===== src/hw/rtl/flt_pkg.sv =====
`timescale 1ns / 1ps

package flt_pkg;

    // table geometry
    localparam int TABLE_ENTRIES = 64;
    localparam int IDX_W         = (TABLE_ENTRIES > 1) ? $clog2(TABLE_ENTRIES) : 1;

    // field widths
    localparam int OP_W     = 2;
    localparam int ADDR_W   = 64;
    localparam int TIME_W   = 32;
    localparam int COUNT_W  = 8;
    localparam int THR_W    = 8;
    localparam int PERIOD_W = 16;
    localparam int SLOT_W   = 6;

    // stream packing
    localparam int IN_BITS   = OP_W + 2 * ADDR_W + TIME_W;
    localparam int S_TDATA_W = ((IN_BITS + 7) / 8) * 8;
    localparam int OUT_BITS  = 2 + SLOT_W;
    localparam int M_TDATA_W = ((OUT_BITS + 7) / 8) * 8;

    localparam int OP_LSB    = 0;
    localparam int UPPER_LSB = OP_LSB + OP_W;
    localparam int LOWER_LSB = UPPER_LSB + ADDR_W;
    localparam int NOW_LSB   = LOWER_LSB + ADDR_W;

    // configuration port
    localparam int CFG_IDX_W  = 8;
    localparam int CFG_DATA_W = 16;

    localparam logic [CFG_IDX_W-1:0] CFG_FAIL_THRESHOLD = CFG_IDX_W'(0);
    localparam logic [CFG_IDX_W-1:0] CFG_LOCKOUT_PERIOD = CFG_IDX_W'(1);

    localparam logic [THR_W-1:0]    THR_RESET    = THR_W'(5);
    localparam logic [PERIOD_W-1:0] PERIOD_RESET = PERIOD_W'(300);

    typedef enum logic [OP_W-1:0] {
        OP_CHECK  = 2'd0,
        OP_RECORD = 2'd1,
        OP_CLEAR  = 2'd2
    } op_t;

    typedef enum logic [2:0] {
        ST_IDLE,
        ST_SCAN,
        ST_DRAIN,
        ST_FETCH,
        ST_COMMIT
    } state_t;

    typedef struct packed {
        logic [ADDR_W-1:0]  addr_upper;
        logic [ADDR_W-1:0]  addr_lower;
        logic [COUNT_W-1:0] fails;
        logic [TIME_W-1:0]  fail_stamp;
        logic [TIME_W-1:0]  lock_end;
    } entry_t;

    typedef struct packed {
        logic load_req;
        logic scan_rd;
        logic fetch_rd;
        logic commit;
    } cmd_t;

    typedef struct packed {
        logic scan_last;
    } sts_t;

endpackage


===== src/hw/rtl/flt_ctrl.sv =====
`timescale 1ns / 1ps

module flt_ctrl (
    input  logic          aclk,
    input  logic          aresetn,
    input  logic          s_tvalid,
    output logic          s_tready,
    output logic          m_tvalid,
    input  logic          m_tready,
    output flt_pkg::cmd_t cmd,
    input  flt_pkg::sts_t sts
);
    import flt_pkg::*;

    state_t state_reg, state_next;
    logic   m_tvalid_reg, m_tvalid_next;
    logic   out_free;

    // output register free, or emptied at this edge
    assign out_free = !m_tvalid_reg || m_tready;

    always_comb begin
        state_next = state_reg;
        unique case (state_reg)
            ST_IDLE:   if (s_tvalid) state_next = ST_SCAN;
            ST_SCAN:   if (sts.scan_last) state_next = ST_DRAIN;
            ST_DRAIN:  state_next = ST_FETCH;
            ST_FETCH:  state_next = ST_COMMIT;
            ST_COMMIT: if (out_free) state_next = ST_IDLE;
            default:   state_next = ST_IDLE;
        endcase
    end

    always_comb begin
        s_tready     = 1'b0;
        cmd          = '0;
        unique case (state_reg)
            ST_IDLE: begin
                s_tready     = 1'b1;
                cmd.load_req = s_tvalid;
            end
            ST_SCAN:   cmd.scan_rd  = 1'b1;
            ST_DRAIN:  ;
            ST_FETCH:  cmd.fetch_rd = 1'b1;
            ST_COMMIT: cmd.commit   = out_free;
            default:   ;
        endcase
    end

    always_comb begin
        if (cmd.commit) begin
            m_tvalid_next = 1'b1;
        end else if (m_tready) begin
            m_tvalid_next = 1'b0;
        end else begin
            m_tvalid_next = m_tvalid_reg;
        end
    end

    assign m_tvalid = m_tvalid_reg;

    always_ff @(posedge aclk) begin
        if (!aresetn) begin
            state_reg    <= ST_IDLE;
            m_tvalid_reg <= 1'b0;
        end else begin
            state_reg    <= state_next;
            m_tvalid_reg <= m_tvalid_next;
        end
    end

endmodule


===== config.mk =====
export PLATFORM = sky130hd
export DESIGN_NAME = flt_ctrl
export DESIGN_NICKNAME = d
export VERILOG_FILES = /design/src/hw/rtl/flt_pkg.sv /design/src/hw/rtl/flt_ctrl.sv
export SDC_FILE = /design/constraint.sdc
export NUM_CORES = 1
export LEC_CHECK = 0
export ABC_AREA = 1
export BUFFER_PORTS_ARGS = -buffer_cell sky130_fd_sc_hd__buf_2
export CAP_MARGIN = 30
export CORE_AREA = 4 4 41 43
export CTS_CLUSTER_DIAMETER = 120
export DETAILED_ROUTE_END_ITERATION = 7
export DIE_AREA = 0 0 45 47
export GPL_TIMING_DRIVEN = 0
export PLACE_DENSITY = 0.39
export SLEW_MARGIN = 20
export SYNTH_ARGS = -nofsm -noshare
export SYNTH_HDL_FRONTEND = slang
export SYNTH_SLANG_ARGS = --single-unit

===== constraint.sdc =====
create_clock -name aclk -period 2.4 [get_ports aclk]
set_clock_uncertainty 0.1 [all_clocks]
set_input_delay 0.24 -clock aclk [delete_from_list [all_inputs] [get_ports aclk]]
set_output_delay 0.24 -clock aclk [all_outputs]
set_load 0.005 [all_outputs]

---- Word-level counts from Yosys, hierarchy flattened ----
Index checks and enable logic that the tools add are counted.
storage, ports and cells
  register bits ........................... 4
  bits in latches ......................... 0
  memory bits (writable) .................. 0
  ROM bits ................................ 0
  output and inout port bits .............. 6
  memories ................................ 0
cells by class
  add/sub/neg operators ................... 0
  multiply operators ...................... 0
  div/mod/pow operators ................... 0
  magnitude comparators ................... 0
  equal/unequal tests ..................... 7
  shift operators ......................... 0
  mux-type cells .......................... 11
  bitwise operators ....................... 0
  reduce and logical (&&, ||, !) cells .... 5
operators by type and width
  operator              count
  $pmux W3 S5           1
  $mux W3               3
  $mux W1               7
  $eq A3 B2 Y1 const B  2
  $ne A2 B2 Y1 const B  3
  $eq A3 B1 Y1 const B  1
  $eq A3 B3 Y1 const B  1
  $logic_not A3 Y1      1
  $reduce_and A3 Y1     1
  $reduce_bool A2 Y1    1
  $logic_not A1 Y1      1
  $logic_or A1 B1 Y1    1

---- Longest topological paths before layout ----
Gate-level depths: netlist of run 1.
  word-level depth ........................ 4
  mapped depth ............................ 6

---- Worst setup path before layout of run 1 ----
No wires, ideal clock.
  kind .................................... register to output
  from .................................... register state_reg[0]
  to ...................................... output cmd[0] (netlist bit)
  arrival time ............................ 735 ps
  required time ........................... 2060 ps
  slack ................................... 1325 ps
  cell stages (with the launch flop) ...... 5
  buffers on the path ..................... 1
  cells stage by stage .................... dfxtp_1 -> nor2_2 -> nand2_1 -> nor2_2 -> buf_4
RTL lines
  what                    line            RTL
  from (decl)             flt_ctrl.sv:15  state_t state_reg, state_next;
  from (signal assigned)  flt_ctrl.sv:67  state_reg <= state_next;
  to (decl)               flt_ctrl.sv:10  output flt_pkg::cmd_t cmd,

==> results of run 1 <==
[power groups by stage]
stage | clock network, mW | logic (mW) | registers [mW]
2_1_floorplan | 0 | 0.0323 | 0.0763
3_3_place_gp | 0 | 0.0483 | 0.0776
3_5_place_dp | 0 | 0.0479 | 0.0771
4_1_cts | 0.0878 | 0.0480 | 0.0762
5_1_grt | 0.0966 | 0.0543 | 0.0766
6_report | 0.0834 | 0.0472 | 0.0764
[area by class of cell]
cell class	instances	area [um^2]
Timing Repair Buffer	10	50.0
Sequential cell	4	80.1
Multi-Input combinational cell	24	114
Buffer	2	18.8
Inverter	8	30.0
Clock buffer	3	22.5
Fill cell	163	967
Tap cell	15	18.8
[path summary, 6_finish.rpt]
kind,end,from,slack (ns)
worst min register to register,m_tvalid,m_tvalid,0.49
worst max-delay path,cmd[0],state_reg[0],0.95
worst max register to register,state_reg[0],m_tvalid,1.28
worst min-delay path,m_tvalid,aresetn,0.18
[routing by layer]
layer  up-vias  share of wire [%]  track usage [%]
met3         0                8.0             4.60
met5         -                  0                0
met1       106                 46             6.61
met2         8                 46             9.04
met4         0                  0             5.26
li1        140                  -                -
[cells in the mapped netlist (all sizes together)]
cell type,number
nor2,12
inv,8
nand3,5
dfxtp,4
nand2,3
nor3,3
buf,2
a21oi,1
[per-stage QoR]
step	worst slack (ns)	hold slack, ns	area [um^2]
finish	0.949	0.180	334
global placement	1.17	0.420	312
floorplan	1.32	0.291	243
CTS	0.935	0.175	334
global route	0.842	0.177	334
detailed placement	1.19	0.425	312
[worst min-delay path, cell delays in order]
cell,delay [ns]
buf_2,0.09
inv_1,0.06
nor2_1,0.09
[cell families after synthesis]
group,share of synthesized area (%)
flip-flops,33.0
buffers and inverters,20.1
AND/OR/NAND/NOR,44.8
AO/OA/AOI/OAI,2.06
[cells in the final DEF (no fill, tap or decap)]
master,count
a21oi_1,1
buf_2,10
buf_4,1
buf_6,1
clkbuf_4,3
dfxtp_1,4
inv_1,8
nand2_1,3
nand3_1,4
nand3_2,1
nor2_1,9
nor2_2,3
nor3_1,3
==> reports/metrics.yaml, run 1 <==
run_status:
  status: "finished, final reports clean"
clocking:
  ctsResizeCount: 0
  htree_levels: 1
  cts_tree: "built"
  postCtsSetupBuffers: 0
  path_clk_slew_ns: 0.04
  cts_buffer_depth: 2
  root_buffer: "clkbuf_4"
  clock_latency_ns: 0.23
  clkSinkCount: 4
  hold_buffers: 0
  cts_buffers: 3
die:
  die_h_um: 47
  core-area_um2: 1300
  ios: 11
  die-area_um2: 2120
  start_util_pct: 18.7
  std_cell_rows: 13
  die_w_um: 45
sta:
  fin_crit_sh_pct: 60.5
  max_freq_ghz: 0.689
  relSlewSlack_pct: 84.9
  fin_crit_ns: 1.45
  setup_viol: 0
  slew_viol_final: 0
  grt_setup_unrepaired: "no"
  worstMarginPinSlew_ns: 0.225
  finalHoldViolCount: 0
  setup_tns_ns: 0
logic_synthesis:
  synth_fp_nets: 43
  synth_seq_cells: 4
  ys_top_cells_by_area: "dfxtp_1, nor2_1, inv_1, nand3_1, nor2_2"
  synth.avg_cell_area_um2: 6.39
  synth_top_area_share_pct: 33.0
  yosys_warnings: 0
  yosysUniqueCellTypes: 11
  synth_area_um2: 243
  synth_top_area_cell: "dfxtp_1"
  ys_seq_area_share_pct: 33.0
  netlist_instances: 38
worst_setup_path:
  cpMaxStageDelayCell: "dfxtp_1"
  path_class: "flop to output port"
  max_stage_delay_ns: 0.33
  path_depth: 5
  r2r_cells: 6
  crit_fanout: 4
  cp.arrival_ns: 1.11
  path_common_cell: "nor2_2"
  worstPathCellList: "nor2_2 > nand2_1 > nor2_2 > buf_4 > buf_2"
  start_kind: "flop"
  end_kind: "output port"
  crit_family: "simple AND/OR/NAND/NOR gates"
  crit_buf_inv: 2
  required_ns: 2.06
placed_design:
  portBuffers: 10
  routabilityCongestion: 0.749
  dp.cells: 63
power:
  power_frac_clock_pct: 40.3
  p_sw_mw: 0.0578
  combinationalPowerShare_pct: 22.8
  power.total_mw: 0.207
  p_int_mw: 0.149
  p_per_area_nw_per_um2: 619
  vdd_drop_max_v: 0.000170
  pwr-share-seq_pct: 36.9
  power_leakage_nw: 0.183
  sw_frac_of_total_pct: 27.9
global_route:
  grt_max_degree: 10
  grt_pass1_vias: 240
  grt_usage_pct: 6.48
  overflow: 0
  grt_antenna_before_repair: 0
  grt_pass1_wl_um: 897
detailed_routing:
  viasPerCell: 3.85
  drc_errors: 0
  num_vias: 254
  routed_wl_um: 539
  final_antenna_net_count: 0
  dr.pass1.iters: 4
  drtIter0Drc: 3
  routedWlPerCell_um: 8.17
worst_hold_path:
  hold_depth: 3
  hp-class: "input pin to flop"
cells_and_area:
  instances_no_fill: 66
  final_util_pct: 25.7
  drive_gt1_share_pct: 37.3
  antennaDiodeCount: 0
  nets: 58
  synthToLayoutAreaGrowth_pct: 37.6
  largest_reg_flops: 3
job:
  max-cap-violations: 0
Power figures use the tool's default switching activity.
==> run 2, diff against run 1 <==
PLACE_DENSITY = 0.4   (was 0.39)
clock period = 1.22 ns   (was 2.4 ns; I/O delays follow)
==> run 2 against run 1 <==
Global-route usage shrank 0.40 points. The run now ends with setup timing left. Flip-flop and latch count is the same. Non-clock buffer count is the same. Cell count is the same. Largest cell class unchanged. Clock power grew 91%. Sequential share of layout area grew 0.42 points.
==> reports/metrics.yaml, run 2 (synthesized netlist as in run 1, its figures left out) <==
sta:
  fin_crit_ns: 1.22
  slew_viol_final: 0
  fin_crit_sh_pct: 100
  worstMarginPinSlew_ns: 0.146
  relSlewSlack_pct: 90.2
  setup_viol: 1
  grt_setup_unrepaired: "yes"
  finalWorstSetupSlack_ns: -0.00305
  max_freq_ghz: 0.818
  finalHoldViolCount: 0
  setup_tns_ns: -0.00305
worst_setup_path:
  crit_fanout: 4
  start_kind: "flop"
  cp.arrival_ns: 1.00
  startpoint: "state_reg[1]"
  path_class: "flop to output port"
  required_ns: 1.00
  r2r_start: "state_reg[1]"
  end_kind: "output port"
  crit_end: "cmd[3]"
  reg2reg_slack_ns: 0.12
  r2r_cells: 6
  reg2reg_to: "state_reg[0]"
clocking:
  cts_buffers: 3
  clkSinkCount: 4
  clock_latency_ns: 0.23
  root_buffer: "clkbuf_4"
  hold_buffers: 0
  path_clk_slew_ns: 0.04
  cts_tree: "built"
  cts_buffer_depth: 2
  htree_levels: 1
die:
  core-area_um2: 1300
  die-area_um2: 2120
  die_h_um: 47
  ios: 11
  die_w_um: 45
  std_cell_rows: 13
  start_util_pct: 18.7
placed_design:
  portBuffers: 10
  place_hpwl_um: 419
  routabilityCongestion: 0.687
run_status:
  violations: "setup timing"
  status: "finished with violations"
detailed_routing:
  viasPerCell: 3.92
  dr.pass1.iters: 2
  final_antenna_net_count: 0
  num_vias: 259
  drtIter0Drc: 1
  routedWlPerCell_um: 8.12
  drc_errors: 0
  routed_wl_um: 536
global_route:
  overflow: 0
  grt_pass1_vias: 226
  grt_usage_pct: 6.08
  grt_antenna_before_repair: 0
  grt_max_degree: 10
  grt_pass1_wl_um: 841
cells_and_area:
  drive_gt1_share_pct: 51.0
  final_common_cell: "buf_2"
  nets: 58
  num-fill-cells: 151
  final_util_pct: 27.6
  synthToLayoutAreaGrowth_pct: 47.9
  largest_reg_flops: 3
  final_cell_mix: "buf_2, inv_1, nor2_1, nor2_2, nand3_1"
  antennaDiodeCount: 0
worst_hold_path:
  hp-class: "input pin to flop"
  hold_depth: 3
  worstHoldStart: "aresetn"
power:
  power.total_mw: 0.420
  vdd_drop_max_v: 0.000684
  power_leakage_nw: 0.185
  p_per_area_nw_per_um2: 1170
job:
  max-cap-violations: 0
-- run 2: cell counts in the layout (fill, tap and decap cells not counted) --
No cell type changed its count.
-- run 2: how the worst min path moves through the flow --
stage,end
3_3_place_gp,m_tvalid
4_1_cts,state_reg[0]
5_1_grt,state_reg[0]
6_report,m_tvalid
2_1_floorplan,m_tvalid
3_5_place_dp,m_tvalid
-- run 2: power by group --
| part | leakage [nW] | switching [mW] | internal, mW | total, mW |
|---|---|---|---|---|
| clock | 0.0138 | 0.0497 | 0.110 | 0.159 |
| combinational | 0.137 | 0.0556 | 0.0512 | 0.107 |
| sequential | 0.0339 | 0.0120 | 0.142 | 0.154 |
| total | 0.185 | 0.117 | 0.303 | 0.420 |
-- run 2: timing repair --
| action | 4_1_cts | 5_1_grt |
|---|---|---|
| pin swaps | 3 | 2 |
| endpoints found under the setup margin | 3 | 4 |
| buffers inserted | 1 | 0 |
| cloned | 0 | 0 |
| resized for setup | 5 | 5 |
-- run 2: worst max-delay path, stage by stage, from the launching register on --
cell and delay [ns]:
dfxtp_4 0.34, nor2_4 0.12, inv_1 0.06, nor3_1 0.11, buf_2 0.13
-- run 2: layout make-up --
type | count | area [um^2] | share of cell area [%]
plain buffers | 1 | 11.3 | 3.14
flip-flops and latches | 4 | 87.6 | 24.4
inverters | 8 | 30.0 | 8.36
multi-input cells | 24 | 131 | 36.6
repair buffers | 11 | 57.6 | 16.0
well taps | 15 | 18.8 | 5.23
clock buffers | 3 | 22.5 | 6.27
-- run 2: layer usage --
metal / wire length [um] / vias to the layer above / share of wire, % / track usage [%]
li1: - / 141 / - / -
met1: 244 / 108 / 46 / 6.58
met2: 223 / 10 / 42 / 8.47
met3: 67 / 0 / 13 / 6.90
met4: 0 / 0 / 0 / 0
met5: 0 / - / 0 / 0
-- run 2: stage by stage --
stage          setup slack (ns)  hold slack (ns)  std cells  area [um^2]
5_1_grt                 -0.0613           0.0651         66          359
2_1_floorplan             0.203            0.173         38          243
3_5_place_dp              0.116            0.307         63          312
3_3_place_gp              0.114            0.308         63          312
6_report               -0.00305           0.0604         66          359
4_1_cts                 -0.0235           0.0570         66          347
