--- src/hw/rtl/flt_pkg.sv ---
`timescale 1ns / 1ps

package flt_pkg;

    // table geometry
    localparam int TABLE_ENTRIES = 64;
    localparam int IDX_W         = (TABLE_ENTRIES > 1) ? $clog2(TABLE_ENTRIES) : 1;

    // field widths
    localparam int OP_W     = 2;
    localparam int ADDR_W   = 64;
    localparam int TIME_W   = 32;
    localparam int COUNT_W  = 8;
    localparam int THR_W    = 8;
    localparam int PERIOD_W = 16;
    localparam int SLOT_W   = 6;

    // stream packing
    localparam int IN_BITS   = OP_W + 2 * ADDR_W + TIME_W;
    localparam int S_TDATA_W = ((IN_BITS + 7) / 8) * 8;
    localparam int OUT_BITS  = 2 + SLOT_W;
    localparam int M_TDATA_W = ((OUT_BITS + 7) / 8) * 8;

    localparam int OP_LSB    = 0;
    localparam int UPPER_LSB = OP_LSB + OP_W;
    localparam int LOWER_LSB = UPPER_LSB + ADDR_W;
    localparam int NOW_LSB   = LOWER_LSB + ADDR_W;

    // configuration port
    localparam int CFG_IDX_W  = 8;
    localparam int CFG_DATA_W = 16;

    localparam logic [CFG_IDX_W-1:0] CFG_FAIL_THRESHOLD = CFG_IDX_W'(0);
    localparam logic [CFG_IDX_W-1:0] CFG_LOCKOUT_PERIOD = CFG_IDX_W'(1);

    localparam logic [THR_W-1:0]    THR_RESET    = THR_W'(5);
    localparam logic [PERIOD_W-1:0] PERIOD_RESET = PERIOD_W'(300);

    typedef enum logic [OP_W-1:0] {
        OP_CHECK  = 2'd0,
        OP_RECORD = 2'd1,
        OP_CLEAR  = 2'd2
    } op_t;

    typedef enum logic [2:0] {
        ST_IDLE,
        ST_SCAN,
        ST_DRAIN,
        ST_FETCH,
        ST_COMMIT
    } state_t;

    typedef struct packed {
        logic [ADDR_W-1:0]  addr_upper;
        logic [ADDR_W-1:0]  addr_lower;
        logic [COUNT_W-1:0] fails;
        logic [TIME_W-1:0]  fail_stamp;
        logic [TIME_W-1:0]  lock_end;
    } entry_t;

    typedef struct packed {
        logic load_req;
        logic scan_rd;
        logic fetch_rd;
        logic commit;
    } cmd_t;

    typedef struct packed {
        logic scan_last;
    } sts_t;

endpackage

--- src/hw/rtl/flt_cfg.sv ---
`timescale 1ns / 1ps

module flt_cfg (
    input  logic                             aclk,
    input  logic                             aresetn,
    input  logic                             cfg_valid,
    output logic                             cfg_ready,
    input  logic [flt_pkg::CFG_IDX_W-1:0]    cfg_index,
    input  logic [flt_pkg::CFG_DATA_W-1:0]   cfg_data,
    output logic [flt_pkg::THR_W-1:0]        fail_threshold,
    output logic [flt_pkg::PERIOD_W-1:0]     lockout_period
);
    import flt_pkg::*;

    logic [THR_W-1:0]    thr_reg;
    logic [PERIOD_W-1:0] period_reg;

    assign cfg_ready      = 1'b1;
    assign fail_threshold = thr_reg;
    assign lockout_period = period_reg;

    // writes to unknown indices are dropped
    always_ff @(posedge aclk) begin
        if (!aresetn) begin
            thr_reg    <= THR_RESET;
            period_reg <= PERIOD_RESET;
        end else if (cfg_valid) begin
            unique case (cfg_index)
                CFG_FAIL_THRESHOLD: thr_reg    <= cfg_data[THR_W-1:0];
                CFG_LOCKOUT_PERIOD: period_reg <= cfg_data[PERIOD_W-1:0];
                default: ;
            endcase
        end
    end

endmodule

--- config.mk ---
export PLATFORM = sky130hd
export DESIGN_NAME = flt_cfg
export DESIGN_NICKNAME = d
export VERILOG_FILES = /design/src/hw/rtl/flt_pkg.sv /design/src/hw/rtl/flt_cfg.sv
export SDC_FILE = /design/constraint.sdc
export NUM_CORES = 1
export LEC_CHECK = 0
export ABC_AREA = 1
export BUFFER_PORTS_ARGS = -buffer_cell sky130_fd_sc_hd__buf_4
export CORE_MARGIN = 10
export CORE_UTILIZATION = 45
export DETAILED_ROUTE_END_ITERATION = 16
export PLACE_DENSITY = 0.77
export SLEW_MARGIN = 40
export SYNTH_ARGS = -nofsm -noshare
export SYNTH_HDL_FRONTEND = slang
export SYNTH_SLANG_ARGS = --single-unit
export TNS_END_PERCENT = 20
--- constraint.sdc ---
create_clock -name aclk -period 0.9 [get_ports aclk]
set_input_delay 0 -clock aclk [delete_from_list [all_inputs] [get_ports aclk]]
set_output_delay 0 -clock aclk [all_outputs]
set_load 0.02 [all_outputs]
-- Word-level counts from Yosys, hierarchy flattened
Cells that the tools add are included.
- bits in registers: 24
- input bits: 27
- equal/unequal tests: 1
- reduce and logical (&&, ||, !) cells: 3
- operators with widths (kind ; count):
    equality test 8 x 1 -> 1 bit, second input constant ; 1
    zero test 8 bit ; 1
    AND reduction 2 bit ; 2

-- Logic depth before layout (Yosys ltp)
Gate-level depths: netlist of the first run.
- depth in word-level cells: 2
- depth in mapped cells: 7
- mapped depth without buffers: 6

-- Worst setup path before layout of the first run
No wires, ideal clock.
- kind: input -> register
- start: input port cfg_index[3] (netlist bit)
- end: register period_reg[12], in the netlist lockout_period[12]
- setup time: 0.113 ns
- arrival time: 0.661 ns
- data required time: 0.787 ns
- setup slack: 0.126 ns
- stages: 7
- path buffers: 1
- cells stage by stage: nor2_2 > nand2_2 > nor2_4 > buf_6 > nand3_1 > nand2_1 > nor2_1
- word-level cells in the longest chain between the ends: 2
- ends and longest elaborated chain (what ; line ; source):
    start: declaration ; flt_cfg.sv:8 ; input logic [flt_pkg::CFG_IDX_W-1:0] cfg_index,
    equality test 8 x 1 -> 1 bit ; flt_cfg.sv:28 ; unique case (cfg_index)
    AND reduction 2 bit (no line) ; - ;
    end signal: assignment ; flt_cfg.sv:30 ; CFG_LOCKOUT_PERIOD: period_reg <= cfg_data[PERIOD_W-1:0];
    end: declaration ; flt_cfg.sv:16 ; logic [PERIOD_W-1:0] period_reg;
No other way between the ends.
A chain may end at the register's enable or synchronous reset.

-- Worst setup path in the final report of the first run
- start: register thr_reg[0], in the netlist fail_threshold[0]
- end: output port fail_threshold[0] (netlist bit)
- RTL lines (what ; line ; source):
    start: declaration ; flt_cfg.sv:15 ; logic [THR_W-1:0] thr_reg;
    start signal: assignment ; flt_cfg.sv:29 ; CFG_FAIL_THRESHOLD: thr_reg <= cfg_data[THR_W-1:0];
    end: declaration ; flt_cfg.sv:10 ; output logic [flt_pkg::THR_W-1:0] fail_threshold,
No word-level cell between the ends.

==> impl_metrics.csv, run 1 <==
group,metric,value,unit
synthesis,yosys.cell_types.count,18,
power,leakage,0.845,nW
power,irDropWorstVdd,0.934,mV
clock_network,htree_levels,1,
placement,gp_congestion,0.781,
placement,dp_hpwl,2350,µm
routing,routedWlPerCell,12.7,µm
setup_path,cp_slowest_cell,"dfxtp_1",
routing,ant_nets,0,
routing,vias_per_cell,4.55,
routing,firstDrtPassIters,5,
timing,finalWorstSetupSlack,0.0651,ns
cells_and_area,filler_cell_count,212,
cells_and_area,drive_above_1_share,35.5,%
placement,port_buffers,50,
power,powerDensity,1260,nW/µm²
floorplanning,die_y,70.0,µm
synthesis,synth_edf_count,0,
setup_path,cp_max_fo,2,
setup_path,critical_path_buf_inv_count,1,
synthesis,yosysTopAreaCell,"dfxtp_1",
clock_network,path_clk_slew,0.14,ns
setup_path,reg2reg_depth,2,
global_route,grt_usage,12.6,%
timing,finalCriticalPeriod,0.835,ns
synthesis,synthArstFlopShare,0,%
routing,drt_iter0_markers,86,
floorplanning,core_area,2430,µm²
global_route,antenna_found_initial,1,
floorplanning,ios,52,
routing,routed_wl,3150,µm
synthesis,ys_warn_count,0,
setup_path,start_kind,"flop",
cells_and_area,nets,245,
timing,hold_viol,0,
floorplanning,rows,18,
global_route,grt_max_degree,25,
timing,fmax,1.20,GHz
synthesis,avgSynthCellArea,7.30,µm²
synthesis,synth_area_leaders,"dfxtp_1, nor2_1, nand2_1",
placement,dp.cells,234,
timing,fin_crit_sh,92.8,%
clock_network,cts_tree,"yes",
cells_and_area,fin_cells,248,
outcome,status,"completed",
synthesis,synthTopCellsByCount,"nor2_1, nand2_1, dfxtp_1",
clock_network,cts_buffers,3,
timing,setup_viol,0,
cells_and_area,syn2layout_area_growth,50.3,%
clock_network,clk_latency,0.32,ns
synthesis,synth-seq-area-share,42.8,%
timing,slew_violations,0,
floorplanning,fp.dieArea,4900,µm²
synthesis,ys_ff_latch,24,
floorplanning,die_w,70.0,µm
setup_path,slowest_delay,0.37,ns
synthesis,syn_nets,181,
timing,clock_skew,0,ns
setup_path,path_depth,1,
cells_and_area,stdcell_area,1690,µm²
placement,placed_area,1540,µm²
cells_and_area,postLayoutCoreUtil,69.4,%
worst_hold_path,hold_path_class,"in2reg",
setup_path,required,0.90,ns
cells_and_area,multi_input_area,524,µm²
floorplanning,start_util,46.2,%
setup_path,cp.arrival,0.83,ns
global_route,first_global_vias,1154,
synthesis,syn_area,1120,µm²
routing,num_vias,1128,
run,cap_violations,0,
timing,fin_hold_ws,0.00313,ns
synthesis,yosys.area.top_type_share,42.8,%
timing,rsz0062_at_grt,"no",
global_route,grt_pass1_wl,5210,µm
cells_and_area,regArea,482,µm²
global_route,grt_overflow_total,0,
clock_network,clk_path_buf_depth,2,
synthesis,synth.most_common_cell,"nor2_1",
setup_path,criticalPathCategory,"reg2out",
setup_path,crit_family,"flip-flops",
clock_network,cts_root_buffer,"clkbuf_4",
synthesis,synth_ff_type,"dfxtp_1",
setup_path,endpoint_kind,"primary output",
clock_network,clkSinkCount,24,
routing,drc,0,
synthesis,synth_cells,154,
worst_hold_path,hold_depth,5,
setup_path,path_cells,"buf_4",
placement,place_ws,-0.112,ns
-- area by class of cell --
type	count	share of cell area (%)
Tap cell	30	2.22
Antenna cell	1	0.148
Sequential cell	24	28.5
Clock buffer	3	1.33
Inverter	16	3.56
Multi-Input combinational cell	107	31.0
Timing Repair Buffer	66	31.4
Clock inverter	1	1.78
-- cells by family after synthesis --
family                 share of synthesized area [%]
buffers and inverters                           10.6
flip-flops                                      42.8
other                                          0.334
AND/OR/NAND/NOR                                 46.3
-- placed cells by master, fill, tap and decap left out, drive strengths merged --
| cell type | n |
|---|---|
| buf | 57 |
| nor2 | 46 |
| nand2 | 35 |
| nand3 | 25 |
| dfxtp | 24 |
| inv | 16 |
| dlygate4sd3 | 9 |
| clkbuf | 3 |
| diode | 1 |
| conb | 1 |
| bufinv | 1 |
-- timing repair --
item,CTS,global route
resized for setup,0,1
endpoints found under the setup margin,0,1
hold endpoints to repair,9,0
setup buffers,0,0
hold buffers,9,0
-- where the power goes --
group	switching (mW)	internal, mW	total, mW
Clock	0.338	0.450	0.788
Combinational	0.124	0.145	0.269
Sequential	0.00128	1.06	1.07
Total	0.463	1.66	2.12
-- registers in the layout, summed over array words and instances (netlist names) --
register and cells:
fail_threshold 8, lockout_period 16
-- final timing paths --
| kind | start | end | slack, ns |
|---|---|---|---|
| setup / recovery | fail_threshold[0]$_SDFFE_PN1P_ | fail_threshold[0] | 0.07 |
| hold / removal | cfg_data[7] | lockout_period[7]$_SDFFE_PN0P_ | 0.003 |
| setup reg to reg | lockout_period[14]$_SDFFE_PN0P_ | lockout_period[14]$_SDFFE_PN0P_ | 0.31 |
| hold reg to reg | fail_threshold[2]$_SDFFE_PN1P_ | fail_threshold[2]$_SDFFE_PN1P_ | 0.48 |
-- stage by stage --
step | total power [mW] | TNS [ns]
6_report | 2.12 | 0
3_3_place_gp | 1.32 | -0.820
4_1_cts | 2.13 | 0
5_1_grt | 2.21 | 0
2_1_floorplan | 1.20 | 0
3_5_place_dp | 1.32 | -1.28
-- layer usage --
layer	vias up	global-route usage, %	routed length [µm]	share of wire [%]
met2	33	22.9	1720	55
met1	495	12.7	1170	37
met3	8	3.25	189	6.0
met4	0	6.80	73	2.3
met5	-	0	0	0
li1	592	-	-	-
No activity file was read; power rests on OpenSTA's default activity.
==> run 2, diff against run 1 <==
--- a/config.mk
+++ b/config.mk
@@ -13,2 +13,3 @@
 export PLACE_DENSITY = 0.77
+export SKIP_LAST_GASP = 1
 export SLEW_MARGIN = 40
==> constraint.sdc (replaced) <==
create_clock -name aclk -period 0.9 [get_ports aclk]
set_input_delay 0.18 -clock aclk [delete_from_list [all_inputs] [get_ports aclk]]
set_output_delay 0.18 -clock aclk [all_outputs]
set_load 0.02 [all_outputs]
==> run 2 against run 1 <==
  * The run now ends with setup timing left
  * Clock power about the same
  * Power is 1.2% lower
  * Clock skew stayed put
  * Worst setup slack worse by 0.15 ns
==> impl_metrics.csv, run 2 (same netlist as run 1, synthesis figures left out) <==
group,metric,value,unit
placement,port_buffers,50,
floorplanning,core_area,2430,µm²
cells_and_area,largest_reg_flops,16,
setup_path,path_cells,"buf_6",
routing,routedWlPerCell,12.6,µm
routing,ant_nets,0,
setup_path,crit_family,"flip-flops",
setup_path,slowest_delay,0.37,ns
placement,place_ws,-0.265,ns
timing,finalWorstSetupSlack,-0.0858,ns
setup_path,r2r-end,"lockout_period[6]$_SDFFE_PN0P_",
power,power,2.10,mW
cells_and_area,layout_common_cells,"buf_4, nor2_1, nand2_1, dfxtp_2, nand3_1",
global_route,antenna_found_initial,0,
power,irDropWorstVdd,1.05,mV
clock_network,cts_buffers,3,
routing,num_vias,1126,
global_route,grt_pass1_wl,4950,µm
setup_path,cp_slowest_cell,"dfxtp_2",
global_route,grt_max_degree,25,
clock_network,htree_levels,1,
setup_path,criticalPathCategory,"reg2out",
worst_hold_path,hold_path_class,"in2reg",
timing,hold_viol,0,
setup_path,cp.arrival,0.81,ns
clock_network,cts_root_buffer,"clkbuf_4",
clock_network,cts_tree,"yes",
placement,gp_congestion,0.810,
worst_hold_path,min_to,"lockout_period[8]$_SDFFE_PN1P_",
setup_path,critical_path_buf_inv_count,1,
power,leakage,0.853,nW
power,power.share.clock,37.5,%
outcome,status,"finished, violations left",
power,swShare,21.8,%
power,switching_power,458,µW
outcome,failed_checks,"setup timing",
clock_network,clk_latency,0.32,ns
clock_network,clk_path_buf_depth,2,
timing,clock_skew,0,ns
setup_path,endpoint_kind,"primary output",
global_route,grt_usage,11.7,%
global_route,grt_overflow_total,0,
floorplanning,die_w,70.0,µm
placement,dp.cells,235,
power,pwr-share-seq,50.8,%
cells_and_area,drive_above_1_share,49.0,%
cells_and_area,syn2layout_area_growth,52.8,%
timing,rsz0062_at_grt,"yes",
timing,fin_hold_ws,0.0621,ns
cells_and_area,num_antenna_cells,0,
clock_network,clkSinkCount,24,
timing,fin_crit_sh,110,%
cells_and_area,nets,238,
clock_network,path_clk_slew,0.14,ns
setup_path,start_kind,"flop",
placement,placed_area,1560,µm²
run,cap_violations,0,
timing,finalSetupTns,-1.83,ns
floorplanning,ios,52,
clock_network,ctsHoldBuffers,0,
worst_hold_path,hp-start,"cfg_data[8]",
power,powerDensity,1220,nW/µm²
routing,firstDrtPassIters,4,
setup_path,required,0.72,ns
cells_and_area,final_common_cell,"buf_4",
floorplanning,die_y,70.0,µm
cells_and_area,postLayoutCoreUtil,70.6,%
setup_path,r2r_start,"lockout_period[6]$_SDFFE_PN0P_",
setup_path,r2r_slack,0.21,ns
floorplanning,rows,18,
floorplanning,fp.dieArea,4900,µm²
setup_path,cp_max_fo,2,
routing,vias_per_cell,4.69,
placement,dp_hpwl,2440,µm
floorplanning,start_util,46.2,%
setup_path,reg2reg_depth,3,
power,combPwrFrac,11.7,%
routing,drc,0,
cells_and_area,fin_cells,240,
routing,drt_iter0_markers,58,
worst_hold_path,hold_depth,3,
timing,fmax,1.01,GHz
timing,setup_viol,24,
routing,routed_wl,3010,µm
cells_and_area,stdcell_area,1720,µm²
global_route,first_global_vias,1194,
timing,slew_violations,0,
power,internal-power,1.64,mW
timing,finalCriticalPeriod,0.986,ns
setup_path,cp-startpoint,"fail_threshold[1]$_SDFFE_PN0P_",
run 2: cell types whose count changed in the layout (fill, tap and decap cells not counted):
cell	change
dlygate4sd3_1	-9
nand2_4	+1
nand2_2	-1
buf_6	+17
dfxtp_1	-23
diode_2	-1
buf_4	-15
nor2_1	-1
nor2_4	+1
dfxtp_2	+23
run 2: layout make-up:
type	count	area (µm²)
multi-input cells	107	537
fillers	191	716
clock buffers	3	22.5
clock inverters	1	30.0
repair buffers	59	519
flip-flops and latches	24	510
inverters	16	60.1
well taps	30	37.5
run 2: worst max path at each step:
stage | to | slack, ns | cells after the start
3_3_place_gp | lockout_period[15]$_SDFFE_PN0P_ | -0.23 | 8
4_1_cts | fail_threshold[1] | -0.09 | 1
2_1_floorplan | lockout_period[12]$_SDFFE_PN0P_ | -0.03 | 7
3_5_place_dp | lockout_period[11]$_SDFFE_PN0P_ | -0.26 | 8
6_report | fail_threshold[1] | -0.09 | 1
5_1_grt | lockout_period[13] | -0.12 | 1
run 2: timing repair:
item | in CTS | in global routing
pin swaps | 0 | 0
resized for setup | 38 | 3
setup buffers | 0 | 1
endpoints found under the setup margin | 24 | 24
run 2: layer usage:
metal / share of wire (%) / track usage, % / vias up
li1: - / - / 574
met2: 54 / 22.6 / 30
met4: 2.8 / 5.26 / 0
met3: 5.1 / 3.39 / 8
met1: 38 / 11.1 / 514
met5: 0 / 0 / -
run 2: power groups by stage:
stage	Clock [mW]	Combinational [mW]	Sequential, mW
6_report	0.785	0.246	1.07
5_1_grt	0.843	0.269	1.07
4_1_cts	0.798	0.246	1.07
3_5_place_dp	0	0.245	1.09
3_3_place_gp	0	0.239	1.09
2_1_floorplan	0	0.108	1.09
==> run 3, diff against run 2 <==
--- a/config.mk
+++ b/config.mk
@@ -13,2 +13,3 @@
 export PLACE_DENSITY = 0.77
+export REMOVE_ABC_BUFFERS = 1
 export SKIP_LAST_GASP = 1
==> constraint.sdc (replaced) <==
create_clock -name aclk -period 0.9 [get_ports aclk]
set_input_delay 0 -clock aclk [delete_from_list [all_inputs] [get_ports aclk]]
set_output_delay 0 -clock aclk [all_outputs]
set_load 0.02 [all_outputs]
==> run 3 against run 2 <==
  * The flow now finishes without violations
  * Via count rose by 0.27%
  * Routed wire length up 6.3%
  * Clock power fell by 2%
  * Final area is 2.3% lower
  * Largest cell class unchanged
  * Worst setup slack better by 0.15 ns
  * Global-route usage is 0.55 points higher
  * Combinational power increased by 8.1%
  * Sequential power hardly changed
  * Fmax increased by 17%
  * Register-to-register slack improved by 0.09 ns
  * Clock skew is the same
==> impl_metrics.csv, run 3 (same netlist as run 1, synthesis figures left out) <==
group,metric,value,unit
outcome,status,"completed",
cells_and_area,final_common_cell,"buf_4",
cells_and_area,nets,242,
timing,fmax,1.19,GHz
cells_and_area,layout_common_cells,"buf_4, nor2_1, nand2_1, dfxtp_1, nand3_1",
setup_path,cp.arrival,0.84,ns
floorplanning,start_util,46.2,%
cells_and_area,fin_cells,245,
routing,drt_iter0_markers,68,
routing,routed_wl,3200,µm
power,irDropWorstVdd,1.84,mV
global_route,grt_usage,12.3,%
global_route,grt_pass1_wl,5180,µm
timing,finalCriticalPeriod,0.840,ns
cells_and_area,stdcell_area,1680,µm²
global_route,grt_overflow_total,0,
timing,fin_hold_ws,0.00359,ns
routing,vias_per_cell,4.61,
timing,hold_viol,0,
setup_path,criticalPathCategory,"reg2out",
clock_network,cts_buffers,3,
routing,firstDrtPassIters,4,
cells_and_area,largest_reg_flops,16,
timing,setup_viol,0,
placement,dp_hpwl,2470,µm
run,cap_violations,0,
clock_network,cts_root_buffer,"clkbuf_4",
clock_network,htree_levels,1,
setup_path,cp_max_fo,2,
floorplanning,die_w,70.0,µm
setup_path,path_cells,"buf_4",
floorplanning,rows,18,
setup_path,cp_slowest_cell,"dfxtp_1",
setup_path,crit_family,"flip-flops",
power,powerDensity,1250,nW/µm²
setup_path,start_kind,"flop",
placement,port_buffers,50,
placement,placed_area,1530,µm²
clock_network,cts_setup_buffers,0,
power,leakage,0.831,nW
global_route,grt_max_degree,25,
timing,slew_violations,0,
timing,fin_crit_sh,93.3,%
setup_path,required,0.90,ns
power,power,2.10,mW
setup_path,critical_path_buf_inv_count,1,
worst_hold_path,hold_path_class,"in2reg",
clock_network,clkSinkCount,24,
timing,rsz0062_at_grt,"no",
floorplanning,fp.dieArea,4900,µm²
clock_network,path_clk_slew,0.13,ns
cells_and_area,drive_above_1_share,34.1,%
routing,routedWlPerCell,13.1,µm
clock_network,clk_path_buf_depth,2,
timing,clock_skew,0,ns
setup_path,slowest_delay,0.38,ns
routing,ant_nets,0,
routing,num_vias,1129,
clock_network,cts_tree,"yes",
floorplanning,core_area,2430,µm²
placement,gp_congestion,0.829,
clock_network,clk_latency,0.31,ns
placement,dp.cells,231,
floorplanning,ios,52,
global_route,first_global_vias,1139,
routing,drc,0,
floorplanning,die_y,70.0,µm
cells_and_area,syn2layout_area_growth,49.3,%
global_route,antenna_found_initial,1,
timing,finalSetupTns,0,ns
setup_path,endpoint_kind,"primary output",
## run 3: cell count changes in the layout (fill, tap and decap cells not counted), moves of 9 or more
cell | previous run | this run
buf_6 | 17 | 0
dfxtp_2 | 24 | 0
dlygate4sd3_1 | 0 | 9
buf_4 | 41 | 52
dfxtp_1 | 0 | 24
## run 3: routing by layer
metal	up-vias	GRT usage, %	wire [µm]
met2	30	24.7	1860
li1	584	-	-
met1	509	11.3	1090
met5	-	0	0
met4	0	3.73	78
met3	6	3.67	173
## run 3: path summary, 6_finish.rpt
kind | startpoint | end | slack (ns) | cells past startpoint
setup / recovery | lockout_period[2]$_SDFFE_PN1P_ | lockout_period[2] | 0.06 | 1
hold / removal | cfg_data[14] | lockout_period[14]$_SDFFE_PN0P_ | 0.004 | 5
setup reg to reg | lockout_period[2]$_SDFFE_PN1P_ | lockout_period[2]$_SDFFE_PN1P_ | 0.30 | 2
hold reg to reg | lockout_period[8]$_SDFFE_PN1P_ | lockout_period[8]$_SDFFE_PN1P_ | 0.48 | 2
## run 3: through the flow
stage          setup WS [ns]  util (%)
6_report              0.0605      69.0
5_1_grt               0.0124      69.0
4_1_cts               0.0461      68.9
3_5_place_dp         -0.0733      63.0
3_3_place_gp         -0.0141      63.0
2_1_floorplan         -0.342         -
## run 3: final cells by class
| type | instances | area, µm² |
|---|---|---|
| fillers | 203 | 754 |
| multi-input cells | 107 | 524 |
| repair buffers | 63 | 520 |
| flip-flops and latches | 24 | 480 |
| inverters | 16 | 60.1 |
| well taps | 30 | 37.5 |
| clock inverters | 1 | 30.0 |
| clock buffers | 3 | 22.5 |
| diodes | 1 | 2.50 |
## run 3: power by group
part / internal, mW / switching (mW) / leakage, nW
Combinational: 0.141 / 0.125 / 0.610
Clock: 0.450 / 0.319 / 0.0279
Sequential: 1.06 / 0.00129 / 0.194
Total: 1.66 / 0.445 / 0.831
## run 3: worst register-to-register path, delay by kind of cell, from the launching register on
family	cells	cell delay (ns)
DFF	1	0.35
and+or+nand+nor	2	0.15
## run 3: what timing repair did
item                                   4_1_cts  5_1_grt
hold buffers                                 9        0
gates resized for setup                      0        0
endpoints found under the hold margin        9        0
